## config.mk

```make
export PLATFORM = sky130hd
export DESIGN_NAME = xt2_csr
export DESIGN_NICKNAME = d
export VERILOG_FILES = /design/src/design/xtea2_block_cipher_macros.svh /design/src/design/xt2_pkg.sv /design/src/design/xt2_csr.sv
export SDC_FILE = /design/constraint.sdc
export NUM_CORES = 1
export LEC_CHECK = 0
export BUFFER_PORTS_ARGS = -buffer_cell sky130_fd_sc_hd__buf_2
export CAP_MARGIN = 20
export CORE_MARGIN = 5
export CORE_UTILIZATION = 40
export CTS_CLUSTER_SIZE = 12
export DETAILED_ROUTE_END_ITERATION = 16
export PLACE_DENSITY = 0.77
export SYNTH_ARGS = -nofsm -noshare
export SYNTH_HDL_FRONTEND = slang
export SYNTH_SLANG_ARGS = --single-unit
export TNS_END_PERCENT = 50
```

## constraint.sdc

```tcl
create_clock -name clock -period 2.6 [get_ports clock]
set_input_delay 0.13 -clock clock [delete_from_list [all_inputs] [get_ports clock]]
set_output_delay 0.13 -clock clock [all_outputs]
set_load 0.05 [all_outputs]
```

## src/design/xtea2_block_cipher_macros.svh

```systemverilog
// assertion macros for the xtea2 block cipher
// used by the top level only; expects signals named clock and reset in scope
`ifndef XTEA2_BLOCK_CIPHER_MACROS_SVH
`define XTEA2_BLOCK_CIPHER_MACROS_SVH

// checked only outside reset
`define XT2_ASSERT_RUN(lbl, prop, msg) \
   lbl: assert property (@(posedge clock) disable iff (reset) prop) else $error(msg);

// checked on every edge, reset included
`define XT2_ASSERT_ALL(lbl, prop, msg) \
   lbl: assert property (@(posedge clock) prop) else $error(msg);

`endif

```

## src/design/xt2_pkg.sv

```systemverilog
// shared types, constants and round helpers for the xtea2 block cipher
// no dependencies
package xt2_pkg;

   localparam int          XT2_ROUNDS = 64;
   localparam int          XT2_ADDR_W = 4;
   localparam logic [31:0] XT2_DELTA  = 32'h9E37_79B9;

   typedef logic [31:0]      word_type;
   typedef logic [3:0][31:0] block_type;
   typedef logic [3:0][31:0] key_type;

   typedef struct packed {
      logic valid;
      logic decipher;
   } stage_ctl_type;

   typedef enum logic [1:0] {
      XT2_REG_KEY0 = 2'd0,
      XT2_REG_KEY1 = 2'd1,
      XT2_REG_KEY2 = 2'd2,
      XT2_REG_KEY3 = 2'd3
   } reg_idx_type;

   // running delta sum after n additions, modulo 2^32
   function automatic word_type xt2_sum(int n);
      word_type nw;
      nw = word_type'(n);
      return nw * XT2_DELTA;
   endfunction

   function automatic word_type xt2_rotl(word_type x, logic [4:0] s);
      logic [63:0] t;
      t = {x, x} << s;
      return t[63:32];
   endfunction

   function automatic word_type xt2_mix(word_type x, word_type y, word_type sum, word_type k);
      return ((x << 4) ^ (x >> 5)) + (y ^ sum) + xt2_rotl(k, x[4:0]);
   endfunction

endpackage

```

## src/design/xt2_csr.sv

```systemverilog
// key registers behind the apb-style configuration port
// depends on xt2_pkg
module xt2_csr
   import xt2_pkg::*;
(
   input  logic                  clock,
   input  logic                  reset,
   input  logic                  csr_psel,
   input  logic                  csr_penable,
   input  logic                  csr_pwrite,
   input  logic [XT2_ADDR_W-1:0] csr_paddr,
   input  logic [31:0]           csr_pwdata,
   output logic [31:0]           csr_prdata,
   output logic                  csr_pready,
   output key_type               key_q
);

   key_type     key_ff;
   key_type     key_in;
   reg_idx_type idx;
   logic        wr_en;

   assign idx   = reg_idx_type'(csr_paddr[3:2]);
   assign wr_en = csr_psel & csr_penable & csr_pwrite;

   always_comb begin
      key_in = key_ff;
      if (wr_en) begin
         unique case (idx)
            XT2_REG_KEY0: key_in[0] = csr_pwdata;
            XT2_REG_KEY1: key_in[1] = csr_pwdata;
            XT2_REG_KEY2: key_in[2] = csr_pwdata;
            XT2_REG_KEY3: key_in[3] = csr_pwdata;
            default:      key_in = key_ff;
         endcase
      end
   end

   always_ff @(posedge clock) begin
      if (reset) begin
         key_ff <= '0;
      end else begin
         key_ff <= key_in;
      end
   end

   always_comb begin
      unique case (idx)
         XT2_REG_KEY0: csr_prdata = key_ff[0];
         XT2_REG_KEY1: csr_prdata = key_ff[1];
         XT2_REG_KEY2: csr_prdata = key_ff[2];
         XT2_REG_KEY3: csr_prdata = key_ff[3];
         default:      csr_prdata = '0;
      endcase
   end

   assign csr_pready = 1'b1;
   assign key_q      = key_ff;

endmodule

```

==> flow_metrics.py, run 1 <==
metrics = {
    "floorplan": {
        "initial_core_util_pct": 40.8,
        "core_area_um2": 14500,
        "die_w_um": 131,
        "io_pins": 202,
        "dieArea_um2": 17300,
        "num_rows": 44,
        "die_h_um": 131,
    },
    "detailed_routing": {
        "drtIter0Drc": 160,
        "routed_wl_um": 15000,
        "post-route-drc-count": 0,
        "vias": 4412,
        "routedWlPerCell_um": 17.1,
        "wl_met2_um": 7130,
        "routed.top_layer": "met4",
        "first_pass_iters": 4,
        "antenna_left": 0,
        "drt-met1-wl_um": 6420,
        "wl_met3_um": 1260,
        "viasPerCell": 5.02,
    },
    "min_path": {
        "min_path_type": "input pin to register",
    },
    "sta": {
        "fmax_mhz": 501,
        "setup_tns_ns": 0,
        "hold_viol": 0,
        "slew_violations": 0,
        "fin_skew_ns": 0,
        "period_share_pct": 76.8,
        "worstMarginPinSlew_ns": 0.880,
        "report.final.setup_viol": 0,
        "rsz0062_at_grt": "no",
        "relSlewSlack_pct": 41.0,
        "fin_crit_ns": 2.00,
    },
    "placement": {
        "dpl_cell_area_um2": 6980,
        "dpl.hpwl_um": 10700,
        "port_buffers": 198,
        "gp_congestion": 0.749,
    },
    "global_routing": {
        "grt_use_total_pct": 17.1,
        "globalRouteOverflowTotal": 0,
        "grt_pass1_wl_um": 24500,
        "grt_pass1_vias": 4584,
        "grt_max_degree": 82,
        "antenna_found_initial": 0,
    },
    "clocking": {
        "hold_buffers": 0,
        "root_buffer": "clkbuf_16",
        "cts_made_buffers": 17,
        "cts_buffer_depth": 2,
        "cts_tree": "yes",
        "htreeDepth": 4,
        "clock_latency_ns": 0.40,
        "post_cts_buffers": 0,
        "cts.clk_slew.worst_paths_ns": 0.05,
        "clock_sinks": 128,
        "post_cts_resized": 0,
    },
    "synth": {
        "yosys_warnings": 0,
        "synth-edff-count": 0,
        "synth_largest_area_cell": "dfxtp_1",
        "synth_area_per_cell_um2": 11.9,
        "async_reset_ff_share_pct": 0,
        "synth_top_area_share_pct": 43.4,
        "yosysMostFrequentCell": "nand2b_1",
        "synthFlopType": "dfxtp_1",
        "syn_inst": 496,
        "synth.distinct_cells": 16,
        "yosysSeqAreaShare_pct": 43.4,
        "syn_area_um2": 5900,
        "synth-seq-cells": 128,
        "synthTopCellsByCount": "nand2b_1 (160), dfxtp_1 (128), mux2i_1 (128), mux4_2 (32), clkbuf_1 (16)",
        "ys_top_cells_by_area": "dfxtp_1 (43%), mux2i_1 (22%), nand2b_1 (17%)",
        "syn-num-nets": 537,
    },
    "worst_setup_path": {
        "crit_buf_inv": 3,
        "cpMostUsedCell": "buf_2",
        "critPathMaxFanout": 20,
        "cp_top_family": "buffers and inverters",
        "required_ns": 2.47,
        "worst_setup_path_start_kind": "input pin",
        "cpMaxStageDelayCell": "mux4_2",
        "critPathKind": "input pin to primary output",
        "path_cells": "buf_2 > buf_4 > mux4_2 > buf_2",
        "max_stage_delay_ns": 0.57,
        "endpoint_kind": "primary output",
        "worst-endpoint-arrival_ns": 1.87,
    },
    "cells_and_area": {
        "final_area_um2": 7520,
        "antenna_cells": 0,
        "largest_reg_flops": 128,
        "syn_to_final_growth_pct": 27.4,
        "layout-drive-gt1-share_pct": 39.0,
        "layout.nets": 724,
    },
    "power": {
        "p_sw_share_pct": 23.8,
        "internal_power_uw": 3510,
        "total_power_uw": 4610,
        "clkPwrFrac_pct": 47.6,
        "switchingPower_uw": 1100,
        "leakagePower_uw": 0.00388,
        "ir_drop_mv": 0.420,
        "powerDensity_nw_per_um2": 613,
        "combPwrFrac_pct": 8.9,
        "power_frac_seq_pct": 43.6,
    },
    "run": {
        "maxCapViolations": 0,
    },
    "status": {
        "outcome": "finished clean",
    },
}
-- layout by cell type (no fill, tap or decap), types with 4 or more instances in the layout --
cell       count
buf_2        197
buf_4          7
clkbuf_1       4
clkbuf_16     17
clkinv_2       6
dfxtp_1      128
mux2i_1      128
mux4_2        32
nand2b_1     160
-- power by group through the flow --
stage,logic (µW),registers (µW),clock network [µW]
floorplan,226,2130,0
global placement,405,2050,0
detailed placement,413,2050,0
CTS,414,2010,2240
global route,436,2010,2320
finish,409,2010,2190
-- cells by family after synthesis --
kind of cell  after synthesis  synth area share, %
other cells                 1               0.0636
flops                     128                 43.4
simple gates              168                 18.2
mux                       160                 33.9
buf+inv                    39                 4.37
-- stage by stage --
step / setup slack, ns / hold slack [ns] / std cells / utilization, %
3_5_place_dp: 0.528 / 0.474 / 848 / 48.2
4_1_cts: 0.583 / 0.0403 / 879 / 51.9
2_1_floorplan: 1.29 / 0.351 / 496 / -
6_report: 0.604 / 0.0578 / 879 / 51.9
5_1_grt: 0.530 / 0.0725 / 879 / 51.9
3_3_place_gp: 0.614 / 0.456 / 848 / 48.2
-- worst paths after layout --
path | startpoint | to | slack (ns) | cells after the start
hold reg to reg | key_q[70]$_SDFFE_PP0P_ | key_q[70]$_SDFFE_PP0P_ | 0.49 | 2
setup / recovery | csr_paddr[3] | csr_prdata[24] | 0.60 | 4
setup reg to reg | key_q[113]$_SDFFE_PP0P_ | key_q[113]$_SDFFE_PP0P_ | 1.93 | 2
hold / removal | csr_pwdata[30] | key_q[30]$_SDFFE_PP0P_ | 0.06 | 3
-- worst reg2reg max path, delay by kind of cell, from the launching register on --
kind          cells  cell delay (ns)
mux               1             0.12
simple gates      1             0.09
flops             1             0.38
-- metal layers --
metal	vias up	global-route usage (%)
li1	2091	-
met1	2137	21.5
met2	165	27.7
met3	19	6.35
met4	0	5.14
met5	-	0
-- layout make-up --
type / count / area (µm²)
multi-input cells: 329 / 3090
clock inverters: 7 / 60.1
well taps: 184 / 230
fillers: 1311 / 6960
clock buffers: 24 / 482
flip-flops and latches: 128 / 2560
repair buffers: 207 / 1100
Power figures use the tool's default switching activity.
==> run 2, diff against run 1 <==
==> constraint.sdc (replaced) <==
create_clock -name clock -period 2.1 [get_ports clock]
set_input_delay 0.105 -clock clock [delete_from_list [all_inputs] [get_ports clock]]
set_output_delay 0.105 -clock clock [all_outputs]
set_load 0.05 [all_outputs]
==> run 2 against run 1 <==
  * Clock skew did not move
  * Worst setup slack got worse by 0.099 ns
  * Clock-buffer cell count rose by 1
  * Critical path depth fell by 2
==> flow_metrics.py, run 2 (synthesized netlist as in run 1, its figures left out) <==
metrics = {
    "clocking": {
        "cts_buffer_depth": 2,
        "cts.clk_slew.worst_paths_ns": 0.05,
        "cts_tree": "yes",
        "root_buffer": "clkbuf_16",
        "cts_made_buffers": 17,
        "htreeDepth": 4,
        "hold_buffers": 0,
        "clock_latency_ns": 0.41,
        "clock_sinks": 128,
        "post_cts_buffers": 0,
        "post_cts_resized": 0,
    },
    "floorplan": {
        "initial_core_util_pct": 40.8,
        "dieArea_um2": 17300,
        "core_area_um2": 14500,
        "num_rows": 44,
        "die_h_um": 131,
        "die_w_um": 131,
        "io_pins": 202,
    },
    "min_path": {
        "holdPathEnd": "key_q[33]$_SDFFE_PP0P_",
        "min_path_type": "input pin to register",
        "hold-path-cell-count": 3,
        "min_from": "csr_pwdata[1]",
    },
    "power": {
        "ir_drop_mv": 0.572,
        "leakagePower_uw": 0.00390,
        "powerDensity_nw_per_um2": 757,
    },
    "placement": {
        "dpl.hpwl_um": 11000,
        "port_buffers": 198,
        "dpl_cell_area_um2": 7020,
        "place_ws_ns": 0.604,
        "gp_congestion": 0.761,
    },
    "detailed_routing": {
        "viasPerCell": 5.04,
        "routedWlPerCell_um": 17.7,
        "routed_wl_um": 15600,
        "first_pass_iters": 4,
        "vias": 4447,
        "antenna_left": 0,
        "post-route-drc-count": 0,
        "drtIter0Drc": 134,
    },
    "sta": {
        "report.final.setup_viol": 0,
        "fin_crit_ns": 1.59,
        "slew_violations": 0,
        "hold_viol": 0,
        "period_share_pct": 75.9,
        "finalHoldWorstSlack_ns": 0.0284,
        "rsz0062_at_grt": "no",
        "fin_ws_ns": 0.506,
        "setup_tns_ns": 0,
        "relSlewSlack_pct": 55.8,
        "worstMarginPinSlew_ns": 0.663,
        "fin_skew_ns": 0,
        "fmax_mhz": 627,
    },
    "worst_setup_path": {
        "required_ns": 2.00,
        "critPathMaxFanout": 3,
        "ff2ff_setup_slack_ns": 1.43,
        "r2r_cells": 2,
        "critPathKind": "register to primary output",
        "worst-endpoint-arrival_ns": 1.49,
        "worst_setup_path_start_kind": "register",
        "endpoint_kind": "primary output",
        "r2r_end": "key_q[40]$_SDFFE_PP0P_",
        "r2r_start": "key_q[40]$_SDFFE_PP0P_",
    },
    "status": {
        "outcome": "finished clean",
    },
    "cells_and_area": {
        "antenna_cells": 0,
        "final_common_cell": "buf_2",
        "syn_to_final_growth_pct": 28.2,
        "largest_reg_flops": 128,
        "layout.nets": 728,
        "fillers": 1306,
        "layout-drive-gt1-share_pct": 39.2,
        "mostFrequentLayoutCells": "buf_2 (197), nand2b_1 (160), mux2i_1 (128), dfxtp_1 (128), mux4_2 (32)",
        "final_area_um2": 7560,
        "utilization_pct": 52.2,
    },
    "global_routing": {
        "antenna_found_initial": 0,
        "grt_max_degree": 84,
        "grt_pass1_vias": 4714,
        "grt_use_total_pct": 18.0,
        "globalRouteOverflowTotal": 0,
        "grt_pass1_wl_um": 25500,
    },
    "run": {
        "maxCapViolations": 0,
    },
}
## run 2: layout make-up
class                   instances  area (µm²)  share of cell area [%]
flip-flops and latches        128        2560                    33.9
well taps                     184         230                    3.04
clock inverters                 6        57.6                   0.761
multi-input cells             329        3090                    40.8
repair buffers                211        1140                    15.1
clock buffers                  25         485                    6.42
## run 2: metrics by stage
stage	instances	power (µW)
floorplan	496	2920
global placement	852	3040
detailed placement	852	3060
CTS	883	5790
global route	883	5950
finish	883	5730
## run 2: where the power goes
group	switching (µW)	internal, µW	total [µW]
registers	25.5	2460	2490
clock network	1020	1710	2720
logic	326	190	516
total	1370	4360	5730
## run 2: worst max-delay path by stage
stage	startpoint	end	slack (ns)	depth (start not counted)
6_report	key_q[122]$_SDFFE_PP0P_	csr_prdata[26]	0.51	2
5_1_grt	key_q[122]$_SDFFE_PP0P_	csr_prdata[26]	0.49	2
4_1_cts	key_q[122]$_SDFFE_PP0P_	csr_prdata[26]	0.49	2
3_5_place_dp	csr_paddr[3]	key_q[28]$_SDFFE_PP0P_	0.60	4
3_3_place_gp	csr_paddr[3]	key_q[29]$_SDFFE_PP0P_	0.62	4
2_1_floorplan	csr_paddr[3]	csr_prdata[21]	0.84	3
## run 2: metal layers
| metal | vias to the layer above | GRT usage (%) | wire length, µm |
|---|---|---|---|
| li1 | 2091 | - | - |
| met1 | 2190 | 21.3 | 6470 |
| met2 | 152 | 30.4 | 7750 |
| met3 | 14 | 6.84 | 1170 |
| met4 | 0 | 5.77 | 201 |
| met5 | - | 0 | 0 |
## run 2: critical path: stages, from the launching register on
cell and delay, ns:
dfxtp_1 0.34, mux4_2 0.50, buf_2 0.23
==> run 3, diff against run 2 <==
--- a/config.mk
+++ b/config.mk
@@ -5,6 +5,7 @@
 export SDC_FILE = /design/constraint.sdc
 export NUM_CORES = 1
 export LEC_CHECK = 0
+export ABC_AREA = 1
 export BUFFER_PORTS_ARGS = -buffer_cell sky130_fd_sc_hd__buf_2
 export CAP_MARGIN = 20
 export CORE_MARGIN = 5
==> constraint.sdc (replaced) <==
create_clock -name clock -period 1.55 [get_ports clock]
set_input_delay 0.0775 -clock clock [delete_from_list [all_inputs] [get_ports clock]]
set_output_delay 0.0775 -clock clock [all_outputs]
set_load 0.05 [all_outputs]
==> run 3 against run 2 <==
  * Clock power is 38% higher
  * Non-clock buffer count is 9 higher
  * Largest cell class unchanged
  * Critical path type is now input pin to primary output
  * Die area shrank 0.11%
  * First-iteration DRC count grew to 4.1 times the previous value
  * Synthesized cell count increased by 85%
  * Sequential cell count is the same
  * Highest routed layer unchanged
==> flow_metrics.py, run 3 <==
metrics = {
    "global_routing": {
        "grt_pass1_vias": 6037,
        "grt_use_total_pct": 20.7,
        "antenna_found_initial": 0,
        "globalRouteOverflowTotal": 0,
        "grt_pass1_wl_um": 30200,
        "grt_max_degree": 129,
    },
    "clocking": {
        "hold_buffers": 0,
        "cts_made_buffers": 17,
        "cts_buffer_depth": 2,
        "clock_latency_ns": 0.40,
        "cts.clk_slew.worst_paths_ns": 0.06,
        "htreeDepth": 4,
        "post_cts_resized": 0,
        "cts_tree": "yes",
        "clock_sinks": 128,
        "root_buffer": "clkbuf_16",
        "post_cts_buffers": 0,
    },
    "synth": {
        "synthTopCellsByCount": "nand2_1 (261), nor2_1 (257), nand3_1 (129), dfxtp_1 (128)",
        "yosysMostFrequentCell": "nand2_1",
        "yosys_warnings": 0,
        "syn_area_um2": 5890,
        "synth-seq-cells": 128,
        "yosysSeqAreaShare_pct": 43.5,
        "syn_inst": 917,
        "synth-edff-count": 0,
        "synth.distinct_cells": 15,
        "ys_top_cells_by_area": "dfxtp_1 (43%), nand2_1 (17%), nor2_1 (16%)",
        "synth_top_area_share_pct": 43.5,
        "async_reset_ff_share_pct": 0,
        "synth_largest_area_cell": "dfxtp_1",
        "syn-num-nets": 958,
        "synth_area_per_cell_um2": 6.43,
        "synthFlopType": "dfxtp_1",
    },
    "sta": {
        "slew_violations": 0,
        "fin_crit_ns": 1.33,
        "rsz0062_at_grt": "no",
        "fmax_mhz": 750,
        "hold_viol": 0,
        "fin_skew_ns": 0,
        "relSlewSlack_pct": 61.5,
        "setup_tns_ns": 0,
        "worstMarginPinSlew_ns": 0.578,
        "fin_ws_ns": 0.217,
        "report.final.setup_viol": 0,
        "period_share_pct": 86.0,
    },
    "power": {
        "leakagePower_uw": 0.00377,
        "total_power_uw": 8260,
        "powerDensity_nw_per_um2": 1080,
        "ir_drop_mv": 0.675,
    },
    "cells_and_area": {
        "final_common_cell": "nand2_1",
        "syn_to_final_growth_pct": 30.3,
        "mostFrequentLayoutCells": "nand2_1 (261), nor2_1 (256), buf_2 (198), nand3_1 (129), dfxtp_1 (128)",
        "fillers": 1471,
        "layout.nets": 1132,
        "largest_reg_flops": 128,
        "final_area_um2": 7680,
        "antenna_cells": 0,
        "final_cell_count_no_fill": 1286,
        "layout-drive-gt1-share_pct": 23.2,
    },
    "placement": {
        "place_ws_ns": 0.199,
        "gp_congestion": 0.777,
        "dp.cells": 1256,
        "port_buffers": 198,
        "dpl.hpwl_um": 11800,
        "dpl_cell_area_um2": 7130,
    },
    "worst_setup_path": {
        "r2r_start": "key_q[93]$_SDFFE_PP0P_",
        "worst-endpoint-arrival_ns": 1.26,
        "worst_setup_path_start_kind": "input pin",
        "cpMaxStageDelayCell": "buf_4",
        "ff2ff_setup_slack_ns": 0.94,
        "required_ns": 1.47,
        "critPathKind": "input pin to primary output",
        "max_stage_delay_ns": 0.28,
        "path_cells": "buf_2 > nand2_1 > inv_2 > buf_4 > nand2_1 > nand4_1 > buf_2",
        "r2r_cells": 2,
        "critPathMaxFanout": 22,
        "r2r_end": "key_q[93]$_SDFFE_PP0P_",
        "endpoint_kind": "primary output",
    },
    "min_path": {
        "min_from": "csr_pwdata[1]",
        "min_path_type": "input pin to register",
        "hold-path-cell-count": 5,
        "holdPathEnd": "key_q[65]$_SDFFE_PP0P_",
    },
    "detailed_routing": {
        "routed_wl_um": 18000,
        "wl_met3_um": 1180,
        "wl_met2_um": 8860,
        "routedWlPerCell_um": 14.0,
        "routed.top_layer": "met4",
        "vias": 6289,
        "drt-met1-wl_um": 7730,
        "antenna_left": 0,
        "drtIter0Drc": 546,
        "post-route-drc-count": 0,
        "viasPerCell": 4.89,
        "first_pass_iters": 5,
    },
    "floorplan": {
        "die_h_um": 131,
        "dieArea_um2": 17300,
        "initial_core_util_pct": 40.7,
        "core_area_um2": 14500,
        "die_w_um": 131,
        "num_rows": 44,
        "io_pins": 202,
    },
    "status": {
        "outcome": "finished clean",
    },
    "run": {
        "maxCapViolations": 0,
    },
}
-- run 3: stage by stage --
| stage | hold WS, ns | utilization, % |
|---|---|---|
| detailed placement | 0.445 | 49.3 |
| finish | 0.0313 | 53.0 |
| floorplan | 0.320 | - |
| global placement | 0.440 | 49.3 |
| CTS | 0.00951 | 53.0 |
| global route | 0.0472 | 53.0 |
-- run 3: where the power goes --
group / total, µW / switching [µW] / internal [µW]
Combinational: 1080 / 796 / 284
Clock: 3750 / 1370 / 2380
Sequential: 3420 / 58.4 / 3370
-- run 3: worst max path at each step --
stage | start | end | slack (ns) | cells past startpoint
6_report | csr_paddr[3] | csr_prdata[1] | 0.22 | 7
5_1_grt | csr_paddr[3] | csr_prdata[2] | 0.10 | 7
4_1_cts | csr_paddr[3] | csr_prdata[29] | 0.20 | 7
3_5_place_dp | csr_paddr[3] | csr_prdata[29] | 0.20 | 7
3_3_place_gp | csr_paddr[2] | csr_prdata[0] | 0.22 | 7
2_1_floorplan | key_q[96]$_SDFFE_PP0P_ | csr_prdata[0] | 0.31 | 2
-- run 3: cell families (layout without fill, tap and decap cells) --
logic type    after synthesis  in the layout  share of synthesized area [%]
other cells                 1              1                         0.0636
buf+inv                   102            287                           8.11
simple gates              686            686                           48.3
flops                     128            128                           43.5
-- run 3: area by class of cell --
cell class | count | area (µm²) | area share (%)
clock buffer | 24 | 462 | 6.01
clock inverter | 6 | 85.1 | 1.11
inverter | 37 | 140 | 1.82
multi-input combinational | 687 | 2880 | 37.5
sequential | 128 | 2560 | 33.4
tap | 184 | 230 | 3.00
timing repair buffer | 220 | 1320 | 17.2
-- run 3: routing by layer --
layer	up-vias	GRT usage, %
met3	22	5.28
met1	2860	25.7
met5	-	0
li1	3217	-
met4	0	6.86
met2	190	35.1
-- run 3: worst max-delay path, delay by kind of cell --
| kind | cells | cell delay [ns] |
|---|---|---|
| buffers and inverters | 4 | 0.84 |
| and+or+nand+nor | 3 | 0.32 |
