### config.mk
export PLATFORM = sky130hd
export DESIGN_NAME = xt2_round
export DESIGN_NICKNAME = d
export VERILOG_FILES = /design/src/design/xtea2_block_cipher_macros.svh /design/src/design/xt2_pkg.sv /design/src/design/xt2_round.sv
export SDC_FILE = /design/constraint.sdc
export NUM_CORES = 1
export LEC_CHECK = 0
export BUFFER_PORTS_ARGS = -buffer_cell sky130_fd_sc_hd__clkbuf_2
export CORE_ASPECT_RATIO = 0.8
export CORE_MARGIN = 2
export CORE_UTILIZATION = 59
export DETAILED_ROUTE_END_ITERATION = 8
export GPL_ROUTABILITY_DRIVEN = 0
export HOLD_SLACK_MARGIN = 0.02
export PLACE_DENSITY_LB_ADDON = 0.08
export SLEW_MARGIN = 20
export SYNTH_ARGS = -nofsm -noshare
export SYNTH_HDL_FRONTEND = slang
export SYNTH_SLANG_ARGS = --single-unit
export TNS_END_PERCENT = 50
### constraint.sdc
create_clock -name clock -period 12.5 [get_ports clock]
set_clock_uncertainty 0.2 [all_clocks]
set_input_delay 1.875 -clock clock [delete_from_list [all_inputs] [get_ports clock]]
set_output_delay 1.875 -clock clock [all_outputs]
set_load 0.02 [all_outputs]
### src/design/xtea2_block_cipher_macros.svh
// assertion macros for the xtea2 block cipher
// used by the top level only; expects signals named clock and reset in scope
`ifndef XTEA2_BLOCK_CIPHER_MACROS_SVH
`define XTEA2_BLOCK_CIPHER_MACROS_SVH

// checked only outside reset
`define XT2_ASSERT_RUN(lbl, prop, msg) \
   lbl: assert property (@(posedge clock) disable iff (reset) prop) else $error(msg);

// checked on every edge, reset included
`define XT2_ASSERT_ALL(lbl, prop, msg) \
   lbl: assert property (@(posedge clock) prop) else $error(msg);

`endif

### src/design/xt2_pkg.sv
// shared types, constants and round helpers for the xtea2 block cipher
// no dependencies
package xt2_pkg;

   localparam int          XT2_ROUNDS = 64;
   localparam int          XT2_ADDR_W = 4;
   localparam logic [31:0] XT2_DELTA  = 32'h9E37_79B9;

   typedef logic [31:0]      word_type;
   typedef logic [3:0][31:0] block_type;
   typedef logic [3:0][31:0] key_type;

   typedef struct packed {
      logic valid;
      logic decipher;
   } stage_ctl_type;

   typedef enum logic [1:0] {
      XT2_REG_KEY0 = 2'd0,
      XT2_REG_KEY1 = 2'd1,
      XT2_REG_KEY2 = 2'd2,
      XT2_REG_KEY3 = 2'd3
   } reg_idx_type;

   // running delta sum after n additions, modulo 2^32
   function automatic word_type xt2_sum(int n);
      word_type nw;
      nw = word_type'(n);
      return nw * XT2_DELTA;
   endfunction

   function automatic word_type xt2_rotl(word_type x, logic [4:0] s);
      logic [63:0] t;
      t = {x, x} << s;
      return t[63:32];
   endfunction

   function automatic word_type xt2_mix(word_type x, word_type y, word_type sum, word_type k);
      return ((x << 4) ^ (x >> 5)) + (y ^ sum) + xt2_rotl(k, x[4:0]);
   endfunction

endpackage

### src/design/xt2_round.sv
// one registered round of the xtea2 pipeline, both directions
// depends on xt2_pkg; round sums and key picks are fixed per stage
module xt2_round
   import xt2_pkg::*;
#(
   parameter int ROUNDS  = XT2_ROUNDS,
   parameter int RND_IDX = 0
) (
   input  logic          clock,
   input  logic          reset,
   input  logic          adv,
   input  stage_ctl_type prev_ctl,
   input  block_type     prev_blk,
   input  key_type       key,
   output stage_ctl_type ctl_q,
   output block_type     blk_q
);

   // encipher walks the sum upwards, decipher downwards from delta * rounds
   localparam word_type ENC_SUM_A = xt2_sum(RND_IDX);
   localparam word_type ENC_SUM_C = xt2_sum(RND_IDX + 1);
   localparam word_type DEC_SUM_C = xt2_sum(ROUNDS - RND_IDX);
   localparam word_type DEC_SUM_A = xt2_sum(ROUNDS - RND_IDX - 1);

   stage_ctl_type ctl_ff;
   stage_ctl_type ctl_in;
   block_type     blk_ff;
   block_type     blk_in;
   word_type      xw;
   word_type      yw;
   word_type      sum1;
   word_type      sum2;
   word_type      k1;
   word_type      k2;
   word_type      m1;
   word_type      m2;

   // decipher undoes the word rotation first, so its mix inputs are words 0 and 2
   always_comb begin
      if (prev_ctl.decipher) begin
         xw   = prev_blk[0];
         yw   = prev_blk[2];
         sum1 = DEC_SUM_A;
         sum2 = DEC_SUM_C;
         k1   = key[DEC_SUM_A[1:0]];
         k2   = key[DEC_SUM_C[12:11]];
      end else begin
         xw   = prev_blk[1];
         yw   = prev_blk[3];
         sum1 = ENC_SUM_A;
         sum2 = ENC_SUM_C;
         k1   = key[ENC_SUM_A[1:0]];
         k2   = key[ENC_SUM_C[12:11]];
      end
      m1 = xt2_mix(xw, yw, sum1, k1);
      m2 = xt2_mix(yw, xw, sum2, k2);
   end

   always_comb begin
      if (prev_ctl.decipher) begin
         blk_in[0] = prev_blk[3] - m1;
         blk_in[1] = prev_blk[0];
         blk_in[2] = prev_blk[1] - m2;
         blk_in[3] = prev_blk[2];
      end else begin
         blk_in[0] = prev_blk[1];
         blk_in[1] = prev_blk[2] + m2;
         blk_in[2] = prev_blk[3];
         blk_in[3] = prev_blk[0] + m1;
      end
      ctl_in = adv ? prev_ctl : ctl_ff;
   end

   always_ff @(posedge clock) begin
      if (reset) begin
         ctl_ff <= '0;
      end else begin
         ctl_ff <= ctl_in;
      end
   end

   always_ff @(posedge clock) begin
      if (adv) begin
         blk_ff <= blk_in;
      end
   end

   assign ctl_q = ctl_ff;
   assign blk_q = blk_ff;

endmodule

==> results of run 1 <==
## cells in the mapped netlist, drive strengths merged (4+ instances only)
cell     instances  area, sq um
mux2i          217         2197
ha             192         2402
a21oi          178        902.1
inv            167        626.9
xnor2          146         1279
o21ai          141        705.7
nand2          134        503.0
edfxtp         128         3844
nor2           105        394.1
a21o           102        767.0
mux4            80         1809
xor2            80        700.7
fa              68         1361
mux2            60        675.7
buf             53        275.3
o21a            42        315.3
nor2b           41        256.5
clkbuf          39        166.4
nand3           35        175.2
o21bai          33        247.7
a21boi          31        244.0
nor3            25        130.1
a211oi          23        182.7
nand2b          19        118.9
nand4           15        93.84
and3            13        82.58
a31oi           12        75.07
and2            12        75.07
o31ai           12        118.9
a2111oi         11        146.4
a211o            9        78.83
o211ai           8        60.06
a31o             7        61.31
or3              7        43.79
a221o            6        60.06
a22o             6        52.55
or2              6        37.54
nor4             5        37.53
o31a             5        43.79
nor3b            4        30.03
## state kept, by name, indices dropped and copies added (netlist names)
name   cells
ctl_q      2
blk_q    128
## area by class of cell
type                    count  area (sq um)
clock buffers              18         429.2
clock inverters            14         155.1
fillers                  3001         12030
inverters                 167         626.9
multi-input cells        1931         16970
flip-flops and latches    130          3884
well taps                 487         609.3
repair buffers            378          2027
## stage by stage
step           cells  setup WS [ps]    util  hold slack, ps
2_1_floorplan   2320           3066       -           378.8
3_3_place_gp    3090           1443  0.6542           273.4
3_5_place_dp    3090           1160  0.6542           287.3
4_1_cts         3122           1633  0.6701           301.8
5_1_grt         3125           1050  0.6724           327.5
6_report        3125           1580  0.6724           295.4
## routing by layer
metal  up-vias  global-route usage  wire length, um
met5         -                   0                0
met4         0              0.1264             2299
met3       153             0.06908             7642
met2      1192              0.5733            32010
met1      9793              0.5371            31530
li1       9219                   -                -
## worst paths after layout
check	start	to	slack [ps]	depth (start not counted)
setup reg to reg	ctl_q[1]$_SDFFE_PP0P_	ctl_q[1]$_SDFFE_PP0P_	11710	2
hold reg to reg	ctl_q[1]$_SDFFE_PP0P_	ctl_q[1]$_SDFFE_PP0P_	300	2
setup / recovery	prev_ctl[0]	blk_q[95]$_DFFE_PP_	1580	32
hold / removal	ctl_q[1]$_SDFFE_PP0P_	ctl_q[1]$_SDFFE_PP0P_	300	2
## worst max-delay path: cells and delay by family
family	cells	cell delay, ps
compound gates	17	4750
mux	5	1300
fa+ha+maj	3	1190
buf+inv	2	640
xor+xnor	2	640
simple gates	3	580
## logic make-up after synthesis
| group | share of synthesized area |
|---|---|
| adders and majority gates | 0.1723 |
| muxes | 0.2144 |
| AOI/OAI and AO/OA | 0.1975 |
| xor gates and xnor gates | 0.09269 |
| and+or+nand+nor | 0.09636 |
| buffers and inverters | 0.04892 |
| DFF | 0.1778 |
==> implementation parameters, run 1 <==
Parameter                              Value

STA
  Transition time at the pin with the least slew margin    1208 ps
  Max Clk Rate    91.57 MHz
  Final Max Tran Viols    0
  Number of hold violations in the final report    0
  Summed negative setup slack over all endpoints    0 ps
  Setup repair after global routing missed its margin    no
  Setup-failing EPs final    0
  Final min period    10920 ps
  Worst max-slew margin expressed relative to the limit    0.1874
  Share of the cycle needed by the critical path after routing    0.8736

Clocking
  Root buffer selected by CTS    sky130_fd_sc_hd__clkbuf_16
  Number of buffers created by CTS    17
  H-tree depth reported by CTS    4
  Clock net sink count    130
  Clock tree from TritonCTS    yes
  Clk pin slew, worst setup/hold paths    60 ps
  Clk Latency, worst-skew pair    470 ps
  Deepest clock path buffer count    2
  Post CTS Setup Buffer Count    0
  Number of gates resized after cts    0
  # hold bufs at CTS    0

Worst setup path
  Endpoint kind of the worst setup timing path    flip-flop
  Worst Path Max Fanout    83
  Arrival @ worst endpoint    11030 ps
  Most repeated library cell on the critical path    sky130_fd_sc_hd__mux2i_1
  Endpoint required time on the critical path    12610 ps
  Library cell contributing the largest single delay on the critical path    sky130_fd_sc_hd__a21boi_4
  Max stage delay on crit path    870 ps
  Critical Path Source Type    input port
  Crit Path Category    input port to flip-flop

Final layout
  Number of diodes    0
  P&R area growth vs syn    13.08%
  Layout cells sized above 1    0.2259
  Commonest non-fill, non-tap cells in the layout    356 x sky130_fd_sc_hd__clkbuf_2, 215 x sky130_fd_sc_hd__mux2i_1, 192 x sky130_fd_sc_hd__ha_1
  Final non-filler cell area    24700 sq um
  Leading cell type in the layout, fill and taps excluded    sky130_fd_sc_hd__clkbuf_2
  Nets    3146

GRT
  Antenna violations before repair    1
  Overall Global Routing Usage    0.3758
  Pin count of the biggest net entering global routing    161
  GRT overflow    0
  Vias in the first global route    18960
  Wire length of the first global-routing pass    109400 um

Place
  Placed Instance Area    24030 sq um
  Dpl hpwl    60920 um
  PortBufs    358

Die
  # IOs    391
  CORE AREA    36730 sq um
  Die width    219.1 um
  Die span in y    176.1 um
  Starting density of the core    0.5946
  Total Die Area    38580 sq um
  Standard-cell rows    63

Logic synthesis
  Seq/Total Area, Yosys    0.1778
  Number of synthesized flops with an enable pin    128
  Warning count from the yosys run    0
  Post-Syn Area    21840 sq um
  Post-Synthesis Cells    2320
  Synthesized Nets    2841
  Primary FF master, synth    sky130_fd_sc_hd__edfxtp_1
  Total of flip-flops plus latches after synthesis    130
  Fraction of registers with async set or reset after synthesis    0
  Cell variety after synth    88
  Avg Inst Size Synth    9.414 sq um

Routing
  Iteration-0 DRC count of the detailed router    2321
  Overall via count from detail_route    20360
  Routed WL per cell    23.52 um
  Detailed-route wire length    73490 um
  Average vias per placed instance    6.514
  Antenna-violating nets left    0
  DRC violations left    0
  Number of iterations in the first detailed-routing pass    5

Worst hold path
  Worst Hold Class    flip-flop to flip-flop

Run status
  Outcome    finished, final reports clean

Run
  Max_cap viols    0
Power of run 1 is not shown: default switching activity piles up to over one toggle a cycle in this logic, so the estimate is an artifact.
==> run 2, diff against run 1 <==
Clock period 12.5 ns to 13.4 ns, I/O delays scaled along.
==> implementation parameters, run 2 (synthesis gave the netlist of run 1 again) <==
Parameter                              Value

Worst setup path
  Arrival @ worst endpoint    11140 ps (+110 ps)
  Flop2flop setup slack    12610 ps (+900 ps)
  Worst R2R Path Depth    2 (unchanged)
  Endpoint required time on the critical path    13370 ps (+760 ps)
  Library cell contributing the largest single delay on the critical path    sky130_fd_sc_hd__a2111oi_0
  Worst Path Max Fanout    98 (+18%)
  Max stage delay on crit path    800 ps (-70 ps)
  Worst R2R End    ctl_q[1]$_SDFFE_PP0P_
  Launching point of the worst reg2reg path    ctl_q[1]$_SDFFE_PP0P_
  Endpoint kind of the worst setup timing path    flip-flop
  Critical Path Source Type    input port
  Most repeated library cell on the critical path    sky130_fd_sc_hd__mux2i_1
  Crit Path Category    input port to flip-flop

Place
  Pre-CTS setup slack    1734 ps (+574.4 ps)
  Dpl hpwl    60860 um (-0.10%)
  PortBufs    358 (unchanged)
  Total instance count after detailed placement    3090 (unchanged)

STA
  Transition time at the pin with the least slew margin    1205 ps (-3.166 ps)
  Final Max Tran Viols    0 (unchanged)
  Worst-case setup margin in the final layout    2232 ps (+652.5 ps)
  Final min period    11170 ps
  Number of hold violations in the final report    0 (unchanged)
  Summed negative setup slack over all endpoints    0 ps (unchanged)
  Worst max-slew margin expressed relative to the limit    0.1895 (+0.002130)
  Setup-failing EPs final    0 (unchanged)
  Share of the cycle needed by the critical path after routing    0.8334
  Setup repair after global routing missed its margin    no
  Max Clk Rate    89.54 MHz

GRT
  Pin count of the biggest net entering global routing    99 (-39%)
  Overall Global Routing Usage    0.3737 (-0.002068)
  Antenna violations before repair    0 (-1)
  Wire length of the first global-routing pass    109000 um (-0.38%)
  GRT overflow    0 (unchanged)
  Vias in the first global route    18980 (+0.11%)

Die
  Die span in y    176.1 um (unchanged)
  Standard-cell rows    63 (unchanged)
  Starting density of the core    0.5946 (unchanged)
  CORE AREA    36730 sq um (unchanged)
  Die width    219.1 um (unchanged)
  Total Die Area    38580 sq um (unchanged)
  # IOs    391 (unchanged)

Final layout
  Non-filler cells in the finished layout    3124 (-0.032%)
  Nets    3145 (-0.032%)
  P&R area growth vs syn    12.82%
  Core utilization of the finished layout    0.6708 (-0.001601)
  Leading cell type in the layout, fill and taps excluded    sky130_fd_sc_hd__clkbuf_2
  Commonest non-fill, non-tap cells in the layout    356 x sky130_fd_sc_hd__clkbuf_2, 215 x sky130_fd_sc_hd__mux2i_1, 192 x sky130_fd_sc_hd__ha_1
  Number of diodes    0 (unchanged)
  Flip-flop count of the largest register after layout    128 (unchanged)
  Layout cells sized above 1    0.2256 (-0.0002935)

Routing
  Antenna-violating nets left    0 (unchanged)
  Average vias per placed instance    6.464 (-0.77%)
  Detailed-route wire length    72870 um (-0.84%)
  Iteration-0 DRC count of the detailed router    2299 (-0.95%)
  Routed WL per cell    23.33 um (-0.80%)
  DRC violations left    0 (unchanged)
  Overall via count from detail_route    20190 (-0.80%)
  Number of iterations in the first detailed-routing pass    6 (+1)

Clocking
  Clock net sink count    130 (unchanged)
  Clk pin slew, worst setup/hold paths    60 ps (about the same)
  Root buffer selected by CTS    sky130_fd_sc_hd__clkbuf_16
  Clk Latency, worst-skew pair    460 ps (about the same)
  H-tree depth reported by CTS    4 (unchanged)
  Clock tree from TritonCTS    yes
  Number of gates resized after cts    0 (unchanged)
  Post CTS Setup Buffer Count    0 (unchanged)
  Number of buffers created by CTS    17 (unchanged)
  Deepest clock path buffer count    2 (unchanged)
  # hold bufs at CTS    0 (unchanged)

Worst hold path
  Worst hold path depth    2 (unchanged)
  Hold worst-path end    ctl_q[0]$_SDFFE_PP0P_
  Worst Hold Class    flip-flop to flip-flop
  Origin of the worst min-delay path    ctl_q[0]$_SDFFE_PP0P_

Run
  Max_cap viols    0 (unchanged)

Run status
  Outcome    finished, final reports clean
[run 2: changes by cell type in the layout (fill, tap and decap cells not counted), sizes merged]
cell | previous run | this run
buf | 22 | 21
bufinv | 2 | 1
clkinv | 7 | 6
clkinvlp | 2 | 3
inv | 170 | 171
[run 2: area by class of cell]
| class | instances | area (sq um) |
|---|---|---|
| Clock inverter | 14 | 132.6 |
| Timing Repair Buffer | 377 | 1991 |
| Tap cell | 487 | 609.3 |
| Multi-Input combinational cell | 1931 | 16970 |
| Sequential cell | 130 | 3884 |
| Fill cell | 3061 | 12090 |
| Clock buffer | 18 | 429.2 |
| Inverter | 167 | 626.9 |
[run 2: layer usage]
| layer | wire [um] | global-route usage | vias up |
|---|---|---|---|
| met1 | 30720 | 0.5306 | 9658 |
| met5 | 0 | 0 | - |
| li1 | - | - | 9219 |
| met4 | 2266 | 0.1225 | 0 |
| met3 | 8095 | 0.07270 | 152 |
| met2 | 31790 | 0.5729 | 1165 |
[run 2: through the flow]
step | area, sq um | hold WS (ps)
2_1_floorplan | 21840 | 378.8
3_3_place_gp | 24020 | 273.4
3_5_place_dp | 24020 | 288.0
4_1_cts | 24580 | 304.6
5_1_grt | 24640 | 342.4
6_report | 24640 | 295.5
[run 2: how the worst max path moves through the flow]
stage	start	to	slack, ps	cells after the start
2_1_floorplan	prev_ctl[0]	blk_q[95]$_DFFE_PP_	3830	34
3_3_place_gp	prev_ctl[0]	blk_q[95]$_DFFE_PP_	1990	33
3_5_place_dp	prev_ctl[0]	blk_q[95]$_DFFE_PP_	1730	32
4_1_cts	prev_ctl[0]	blk_q[95]$_DFFE_PP_	2160	32
5_1_grt	prev_ctl[0]	blk_q[95]$_DFFE_PP_	1840	32
6_report	prev_ctl[0]	blk_q[124]$_DFFE_PP_	2230	31
[run 2: worst max-delay path, delay by kind of cell]
family / cells / cell delay, ps
mux: 6 / 1930
buf+inv: 3 / 810
simple gates: 5 / 860
fa+ha+maj: 4 / 1510
xor+xnor: 2 / 430
compound gates: 11 / 3580
Power of run 2 is left out for the same reason.
==> run 3, diff against run 2 <==
Clock period 13.4 ns to 11.1 ns, I/O delays scaled along.
==> implementation parameters, run 3 (synthesis gave the netlist of run 1 again) <==
Parameter                              Value

Final layout
  Nets    3158 (+0.41%)
  P&R area growth vs syn    13.33%
  Layout cells sized above 1    0.2294 (+0.003799)
  Register Area    3884 sq um (unchanged)
  Leading cell type in the layout, fill and taps excluded    sky130_fd_sc_hd__clkbuf_2
  Fill cell instance count of the final layout    3015 (-1.5%)
  Number of diodes    0 (unchanged)
  Commonest non-fill, non-tap cells in the layout    356 x sky130_fd_sc_hd__clkbuf_2, 215 x sky130_fd_sc_hd__mux2i_1, 192 x sky130_fd_sc_hd__ha_1
  Flip-flop count of the largest register after layout    128 (unchanged)
  Area occupied by multi-input gates    16970 sq um (unchanged)

Place
  Dpl hpwl    61280 um (+0.69%)
  PortBufs    358 (unchanged)

STA
  Setup-failing EPs final    0 (unchanged)
  Share of the cycle needed by the critical path after routing    0.9270
  Transition time at the pin with the least slew margin    1179 ps (-25.90 ps)
  Setup repair after global routing missed its margin    no
  Number of hold violations in the final report    0 (unchanged)
  Worst max-slew margin expressed relative to the limit    0.2069 (+0.01742)
  Final Max Tran Viols    0 (unchanged)
  Max Clk Rate    97.18 MHz
  Final min period    10290 ps
  Summed negative setup slack over all endpoints    0 ps (unchanged)

GRT
  GRT overflow    0 (unchanged)
  Pin count of the biggest net entering global routing    88 (-11%)
  Vias in the first global route    19150 (+0.88%)
  Wire length of the first global-routing pass    109300 um (+0.30%)
  Overall Global Routing Usage    0.3745 (+0.0007093)
  Antenna violations before repair    0 (unchanged)

Worst setup path
  Arrival @ worst endpoint    10390 ps (-750 ps)
  Worst Path Max Fanout    87 (-11%)
  Critical Path Source Type    input port
  Flop2flop setup slack    10310 ps (-2300 ps)
  Max stage delay on crit path    620 ps (-180 ps)
  Endpoint required time on the critical path    11200 ps (-2170 ps)
  Library cell contributing the largest single delay on the critical path    sky130_fd_sc_hd__fa_1
  Crit Path Category    input port to flip-flop
  Worst R2R Path Depth    2 (unchanged)
  Worst R2R End    ctl_q[0]$_SDFFE_PP0P_
  Endpoint kind of the worst setup timing path    flip-flop
  Launching point of the worst reg2reg path    ctl_q[0]$_SDFFE_PP0P_
  Most repeated library cell on the critical path    sky130_fd_sc_hd__mux2i_1

Clocking
  H-tree depth reported by CTS    4 (unchanged)
  Number of buffers created by CTS    17 (unchanged)
  Root buffer selected by CTS    sky130_fd_sc_hd__clkbuf_16
  Clock net sink count    130 (unchanged)
  Clk pin slew, worst setup/hold paths    60 ps (about the same)
  # hold bufs at CTS    0 (unchanged)
  Post CTS Setup Buffer Count    0 (unchanged)
  Number of gates resized after cts    0 (unchanged)
  Deepest clock path buffer count    2 (unchanged)
  Clk Latency, worst-skew pair    450 ps (about the same)
  Clock tree from TritonCTS    yes

Die
  Total Die Area    38580 sq um (unchanged)
  Standard-cell rows    63 (unchanged)
  Starting density of the core    0.5946 (unchanged)
  # IOs    391 (unchanged)
  CORE AREA    36730 sq um (unchanged)
  Die width    219.1 um (unchanged)
  Die span in y    176.1 um (unchanged)

Run status
  Outcome    finished, final reports clean

Routing
  Iteration-0 DRC count of the detailed router    2337 (+1.7%)
  Number of iterations in the first detailed-routing pass    8 (+2)
  Antenna-violating nets left    0 (unchanged)
  DRC violations left    0 (unchanged)
  Average vias per placed instance    6.485 (+0.32%)
  Detailed-route wire length    73350 um (+0.65%)
  Routed WL per cell    23.38 um (+0.23%)
  Overall via count from detail_route    20340 (+0.73%)

Worst hold path
  Worst hold path depth    2 (unchanged)
  Worst Hold Class    flip-flop to flip-flop
  Hold worst-path end    ctl_q[0]$_SDFFE_PP0P_
  Origin of the worst min-delay path    ctl_q[0]$_SDFFE_PP0P_

Run
  Max_cap viols    0 (unchanged)
-- run 3: changes by cell type in the layout (fill, tap and decap cells not counted), sizes merged --
cell / previous run / this run
bufinv: 1 / 2
clkinvlp: 3 / 2
clkbuf: 374 / 378
clkinv: 6 / 3
buf: 21 / 34
inv: 171 / 170
-- run 3: worst max-delay path by stage --
stage / from / to / cells after the start
2_1_floorplan: prev_ctl[0] / blk_q[95]$_DFFE_PP_ / 34
3_3_place_gp: prev_ctl[0] / blk_q[95]$_DFFE_PP_ / 31
3_5_place_dp: prev_ctl[0] / blk_q[95]$_DFFE_PP_ / 31
4_1_cts: prev_ctl[0] / blk_q[95]$_DFFE_PP_ / 31
5_1_grt: prev_ctl[0] / blk_q[95]$_DFFE_PP_ / 31
6_report: prev_ctl[0] / blk_q[95]$_DFFE_PP_ / 31
-- run 3: area by class of cell --
type	count	area share
Clock inverter	10	0.005004
Multi-Input combinational cell	1931	0.6855
Sequential cell	130	0.1569
Clock buffer	22	0.01956
Inverter	167	0.02532
Timing Repair Buffer	390	0.08310
Tap cell	487	0.02462
-- run 3: worst max-delay path: cells and delay by family --
kind / cells / cell delay [ps]
buffers and inverters: 2 / 950
adder cells (fa/ha/maj): 3 / 1220
AND/OR/NAND/NOR: 3 / 540
multiplexers: 5 / 1500
AO/OA/AOI/OAI: 16 / 3800
XOR/XNOR: 2 / 640
-- run 3: per-stage QoR --
| stage | hold slack (ps) | instances | utilization | instance area, sq um | worst slack (ps) |
|---|---|---|---|---|---|
| after floorplan | 378.8 | 2320 | - | 21840 | 1876 |
| after global placement | 273.4 | 3105 | 0.6573 | 24140 | 737.9 |
| after detailed placement | 290.9 | 3105 | 0.6573 | 24140 | 512.0 |
| after CTS | 304.3 | 3137 | 0.6739 | 24750 | 969.3 |
| after global routing | 324.1 | 3137 | 0.6739 | 24750 | 401.2 |
| final | 299.3 | 3137 | 0.6739 | 24750 | 810.2 |
-- run 3: routing by layer --
| layer | global-route usage | vias to the layer above | wire (um) |
|---|---|---|---|
| li1 | - | 9242 | - |
| met1 | 0.5333 | 9787 | 31410 |
| met2 | 0.5730 | 1152 | 32140 |
| met3 | 0.06529 | 161 | 7432 |
| met4 | 0.1332 | 0 | 2366 |
| met5 | 0 | - | 0 |
Power of run 3 is left out for the same reason.
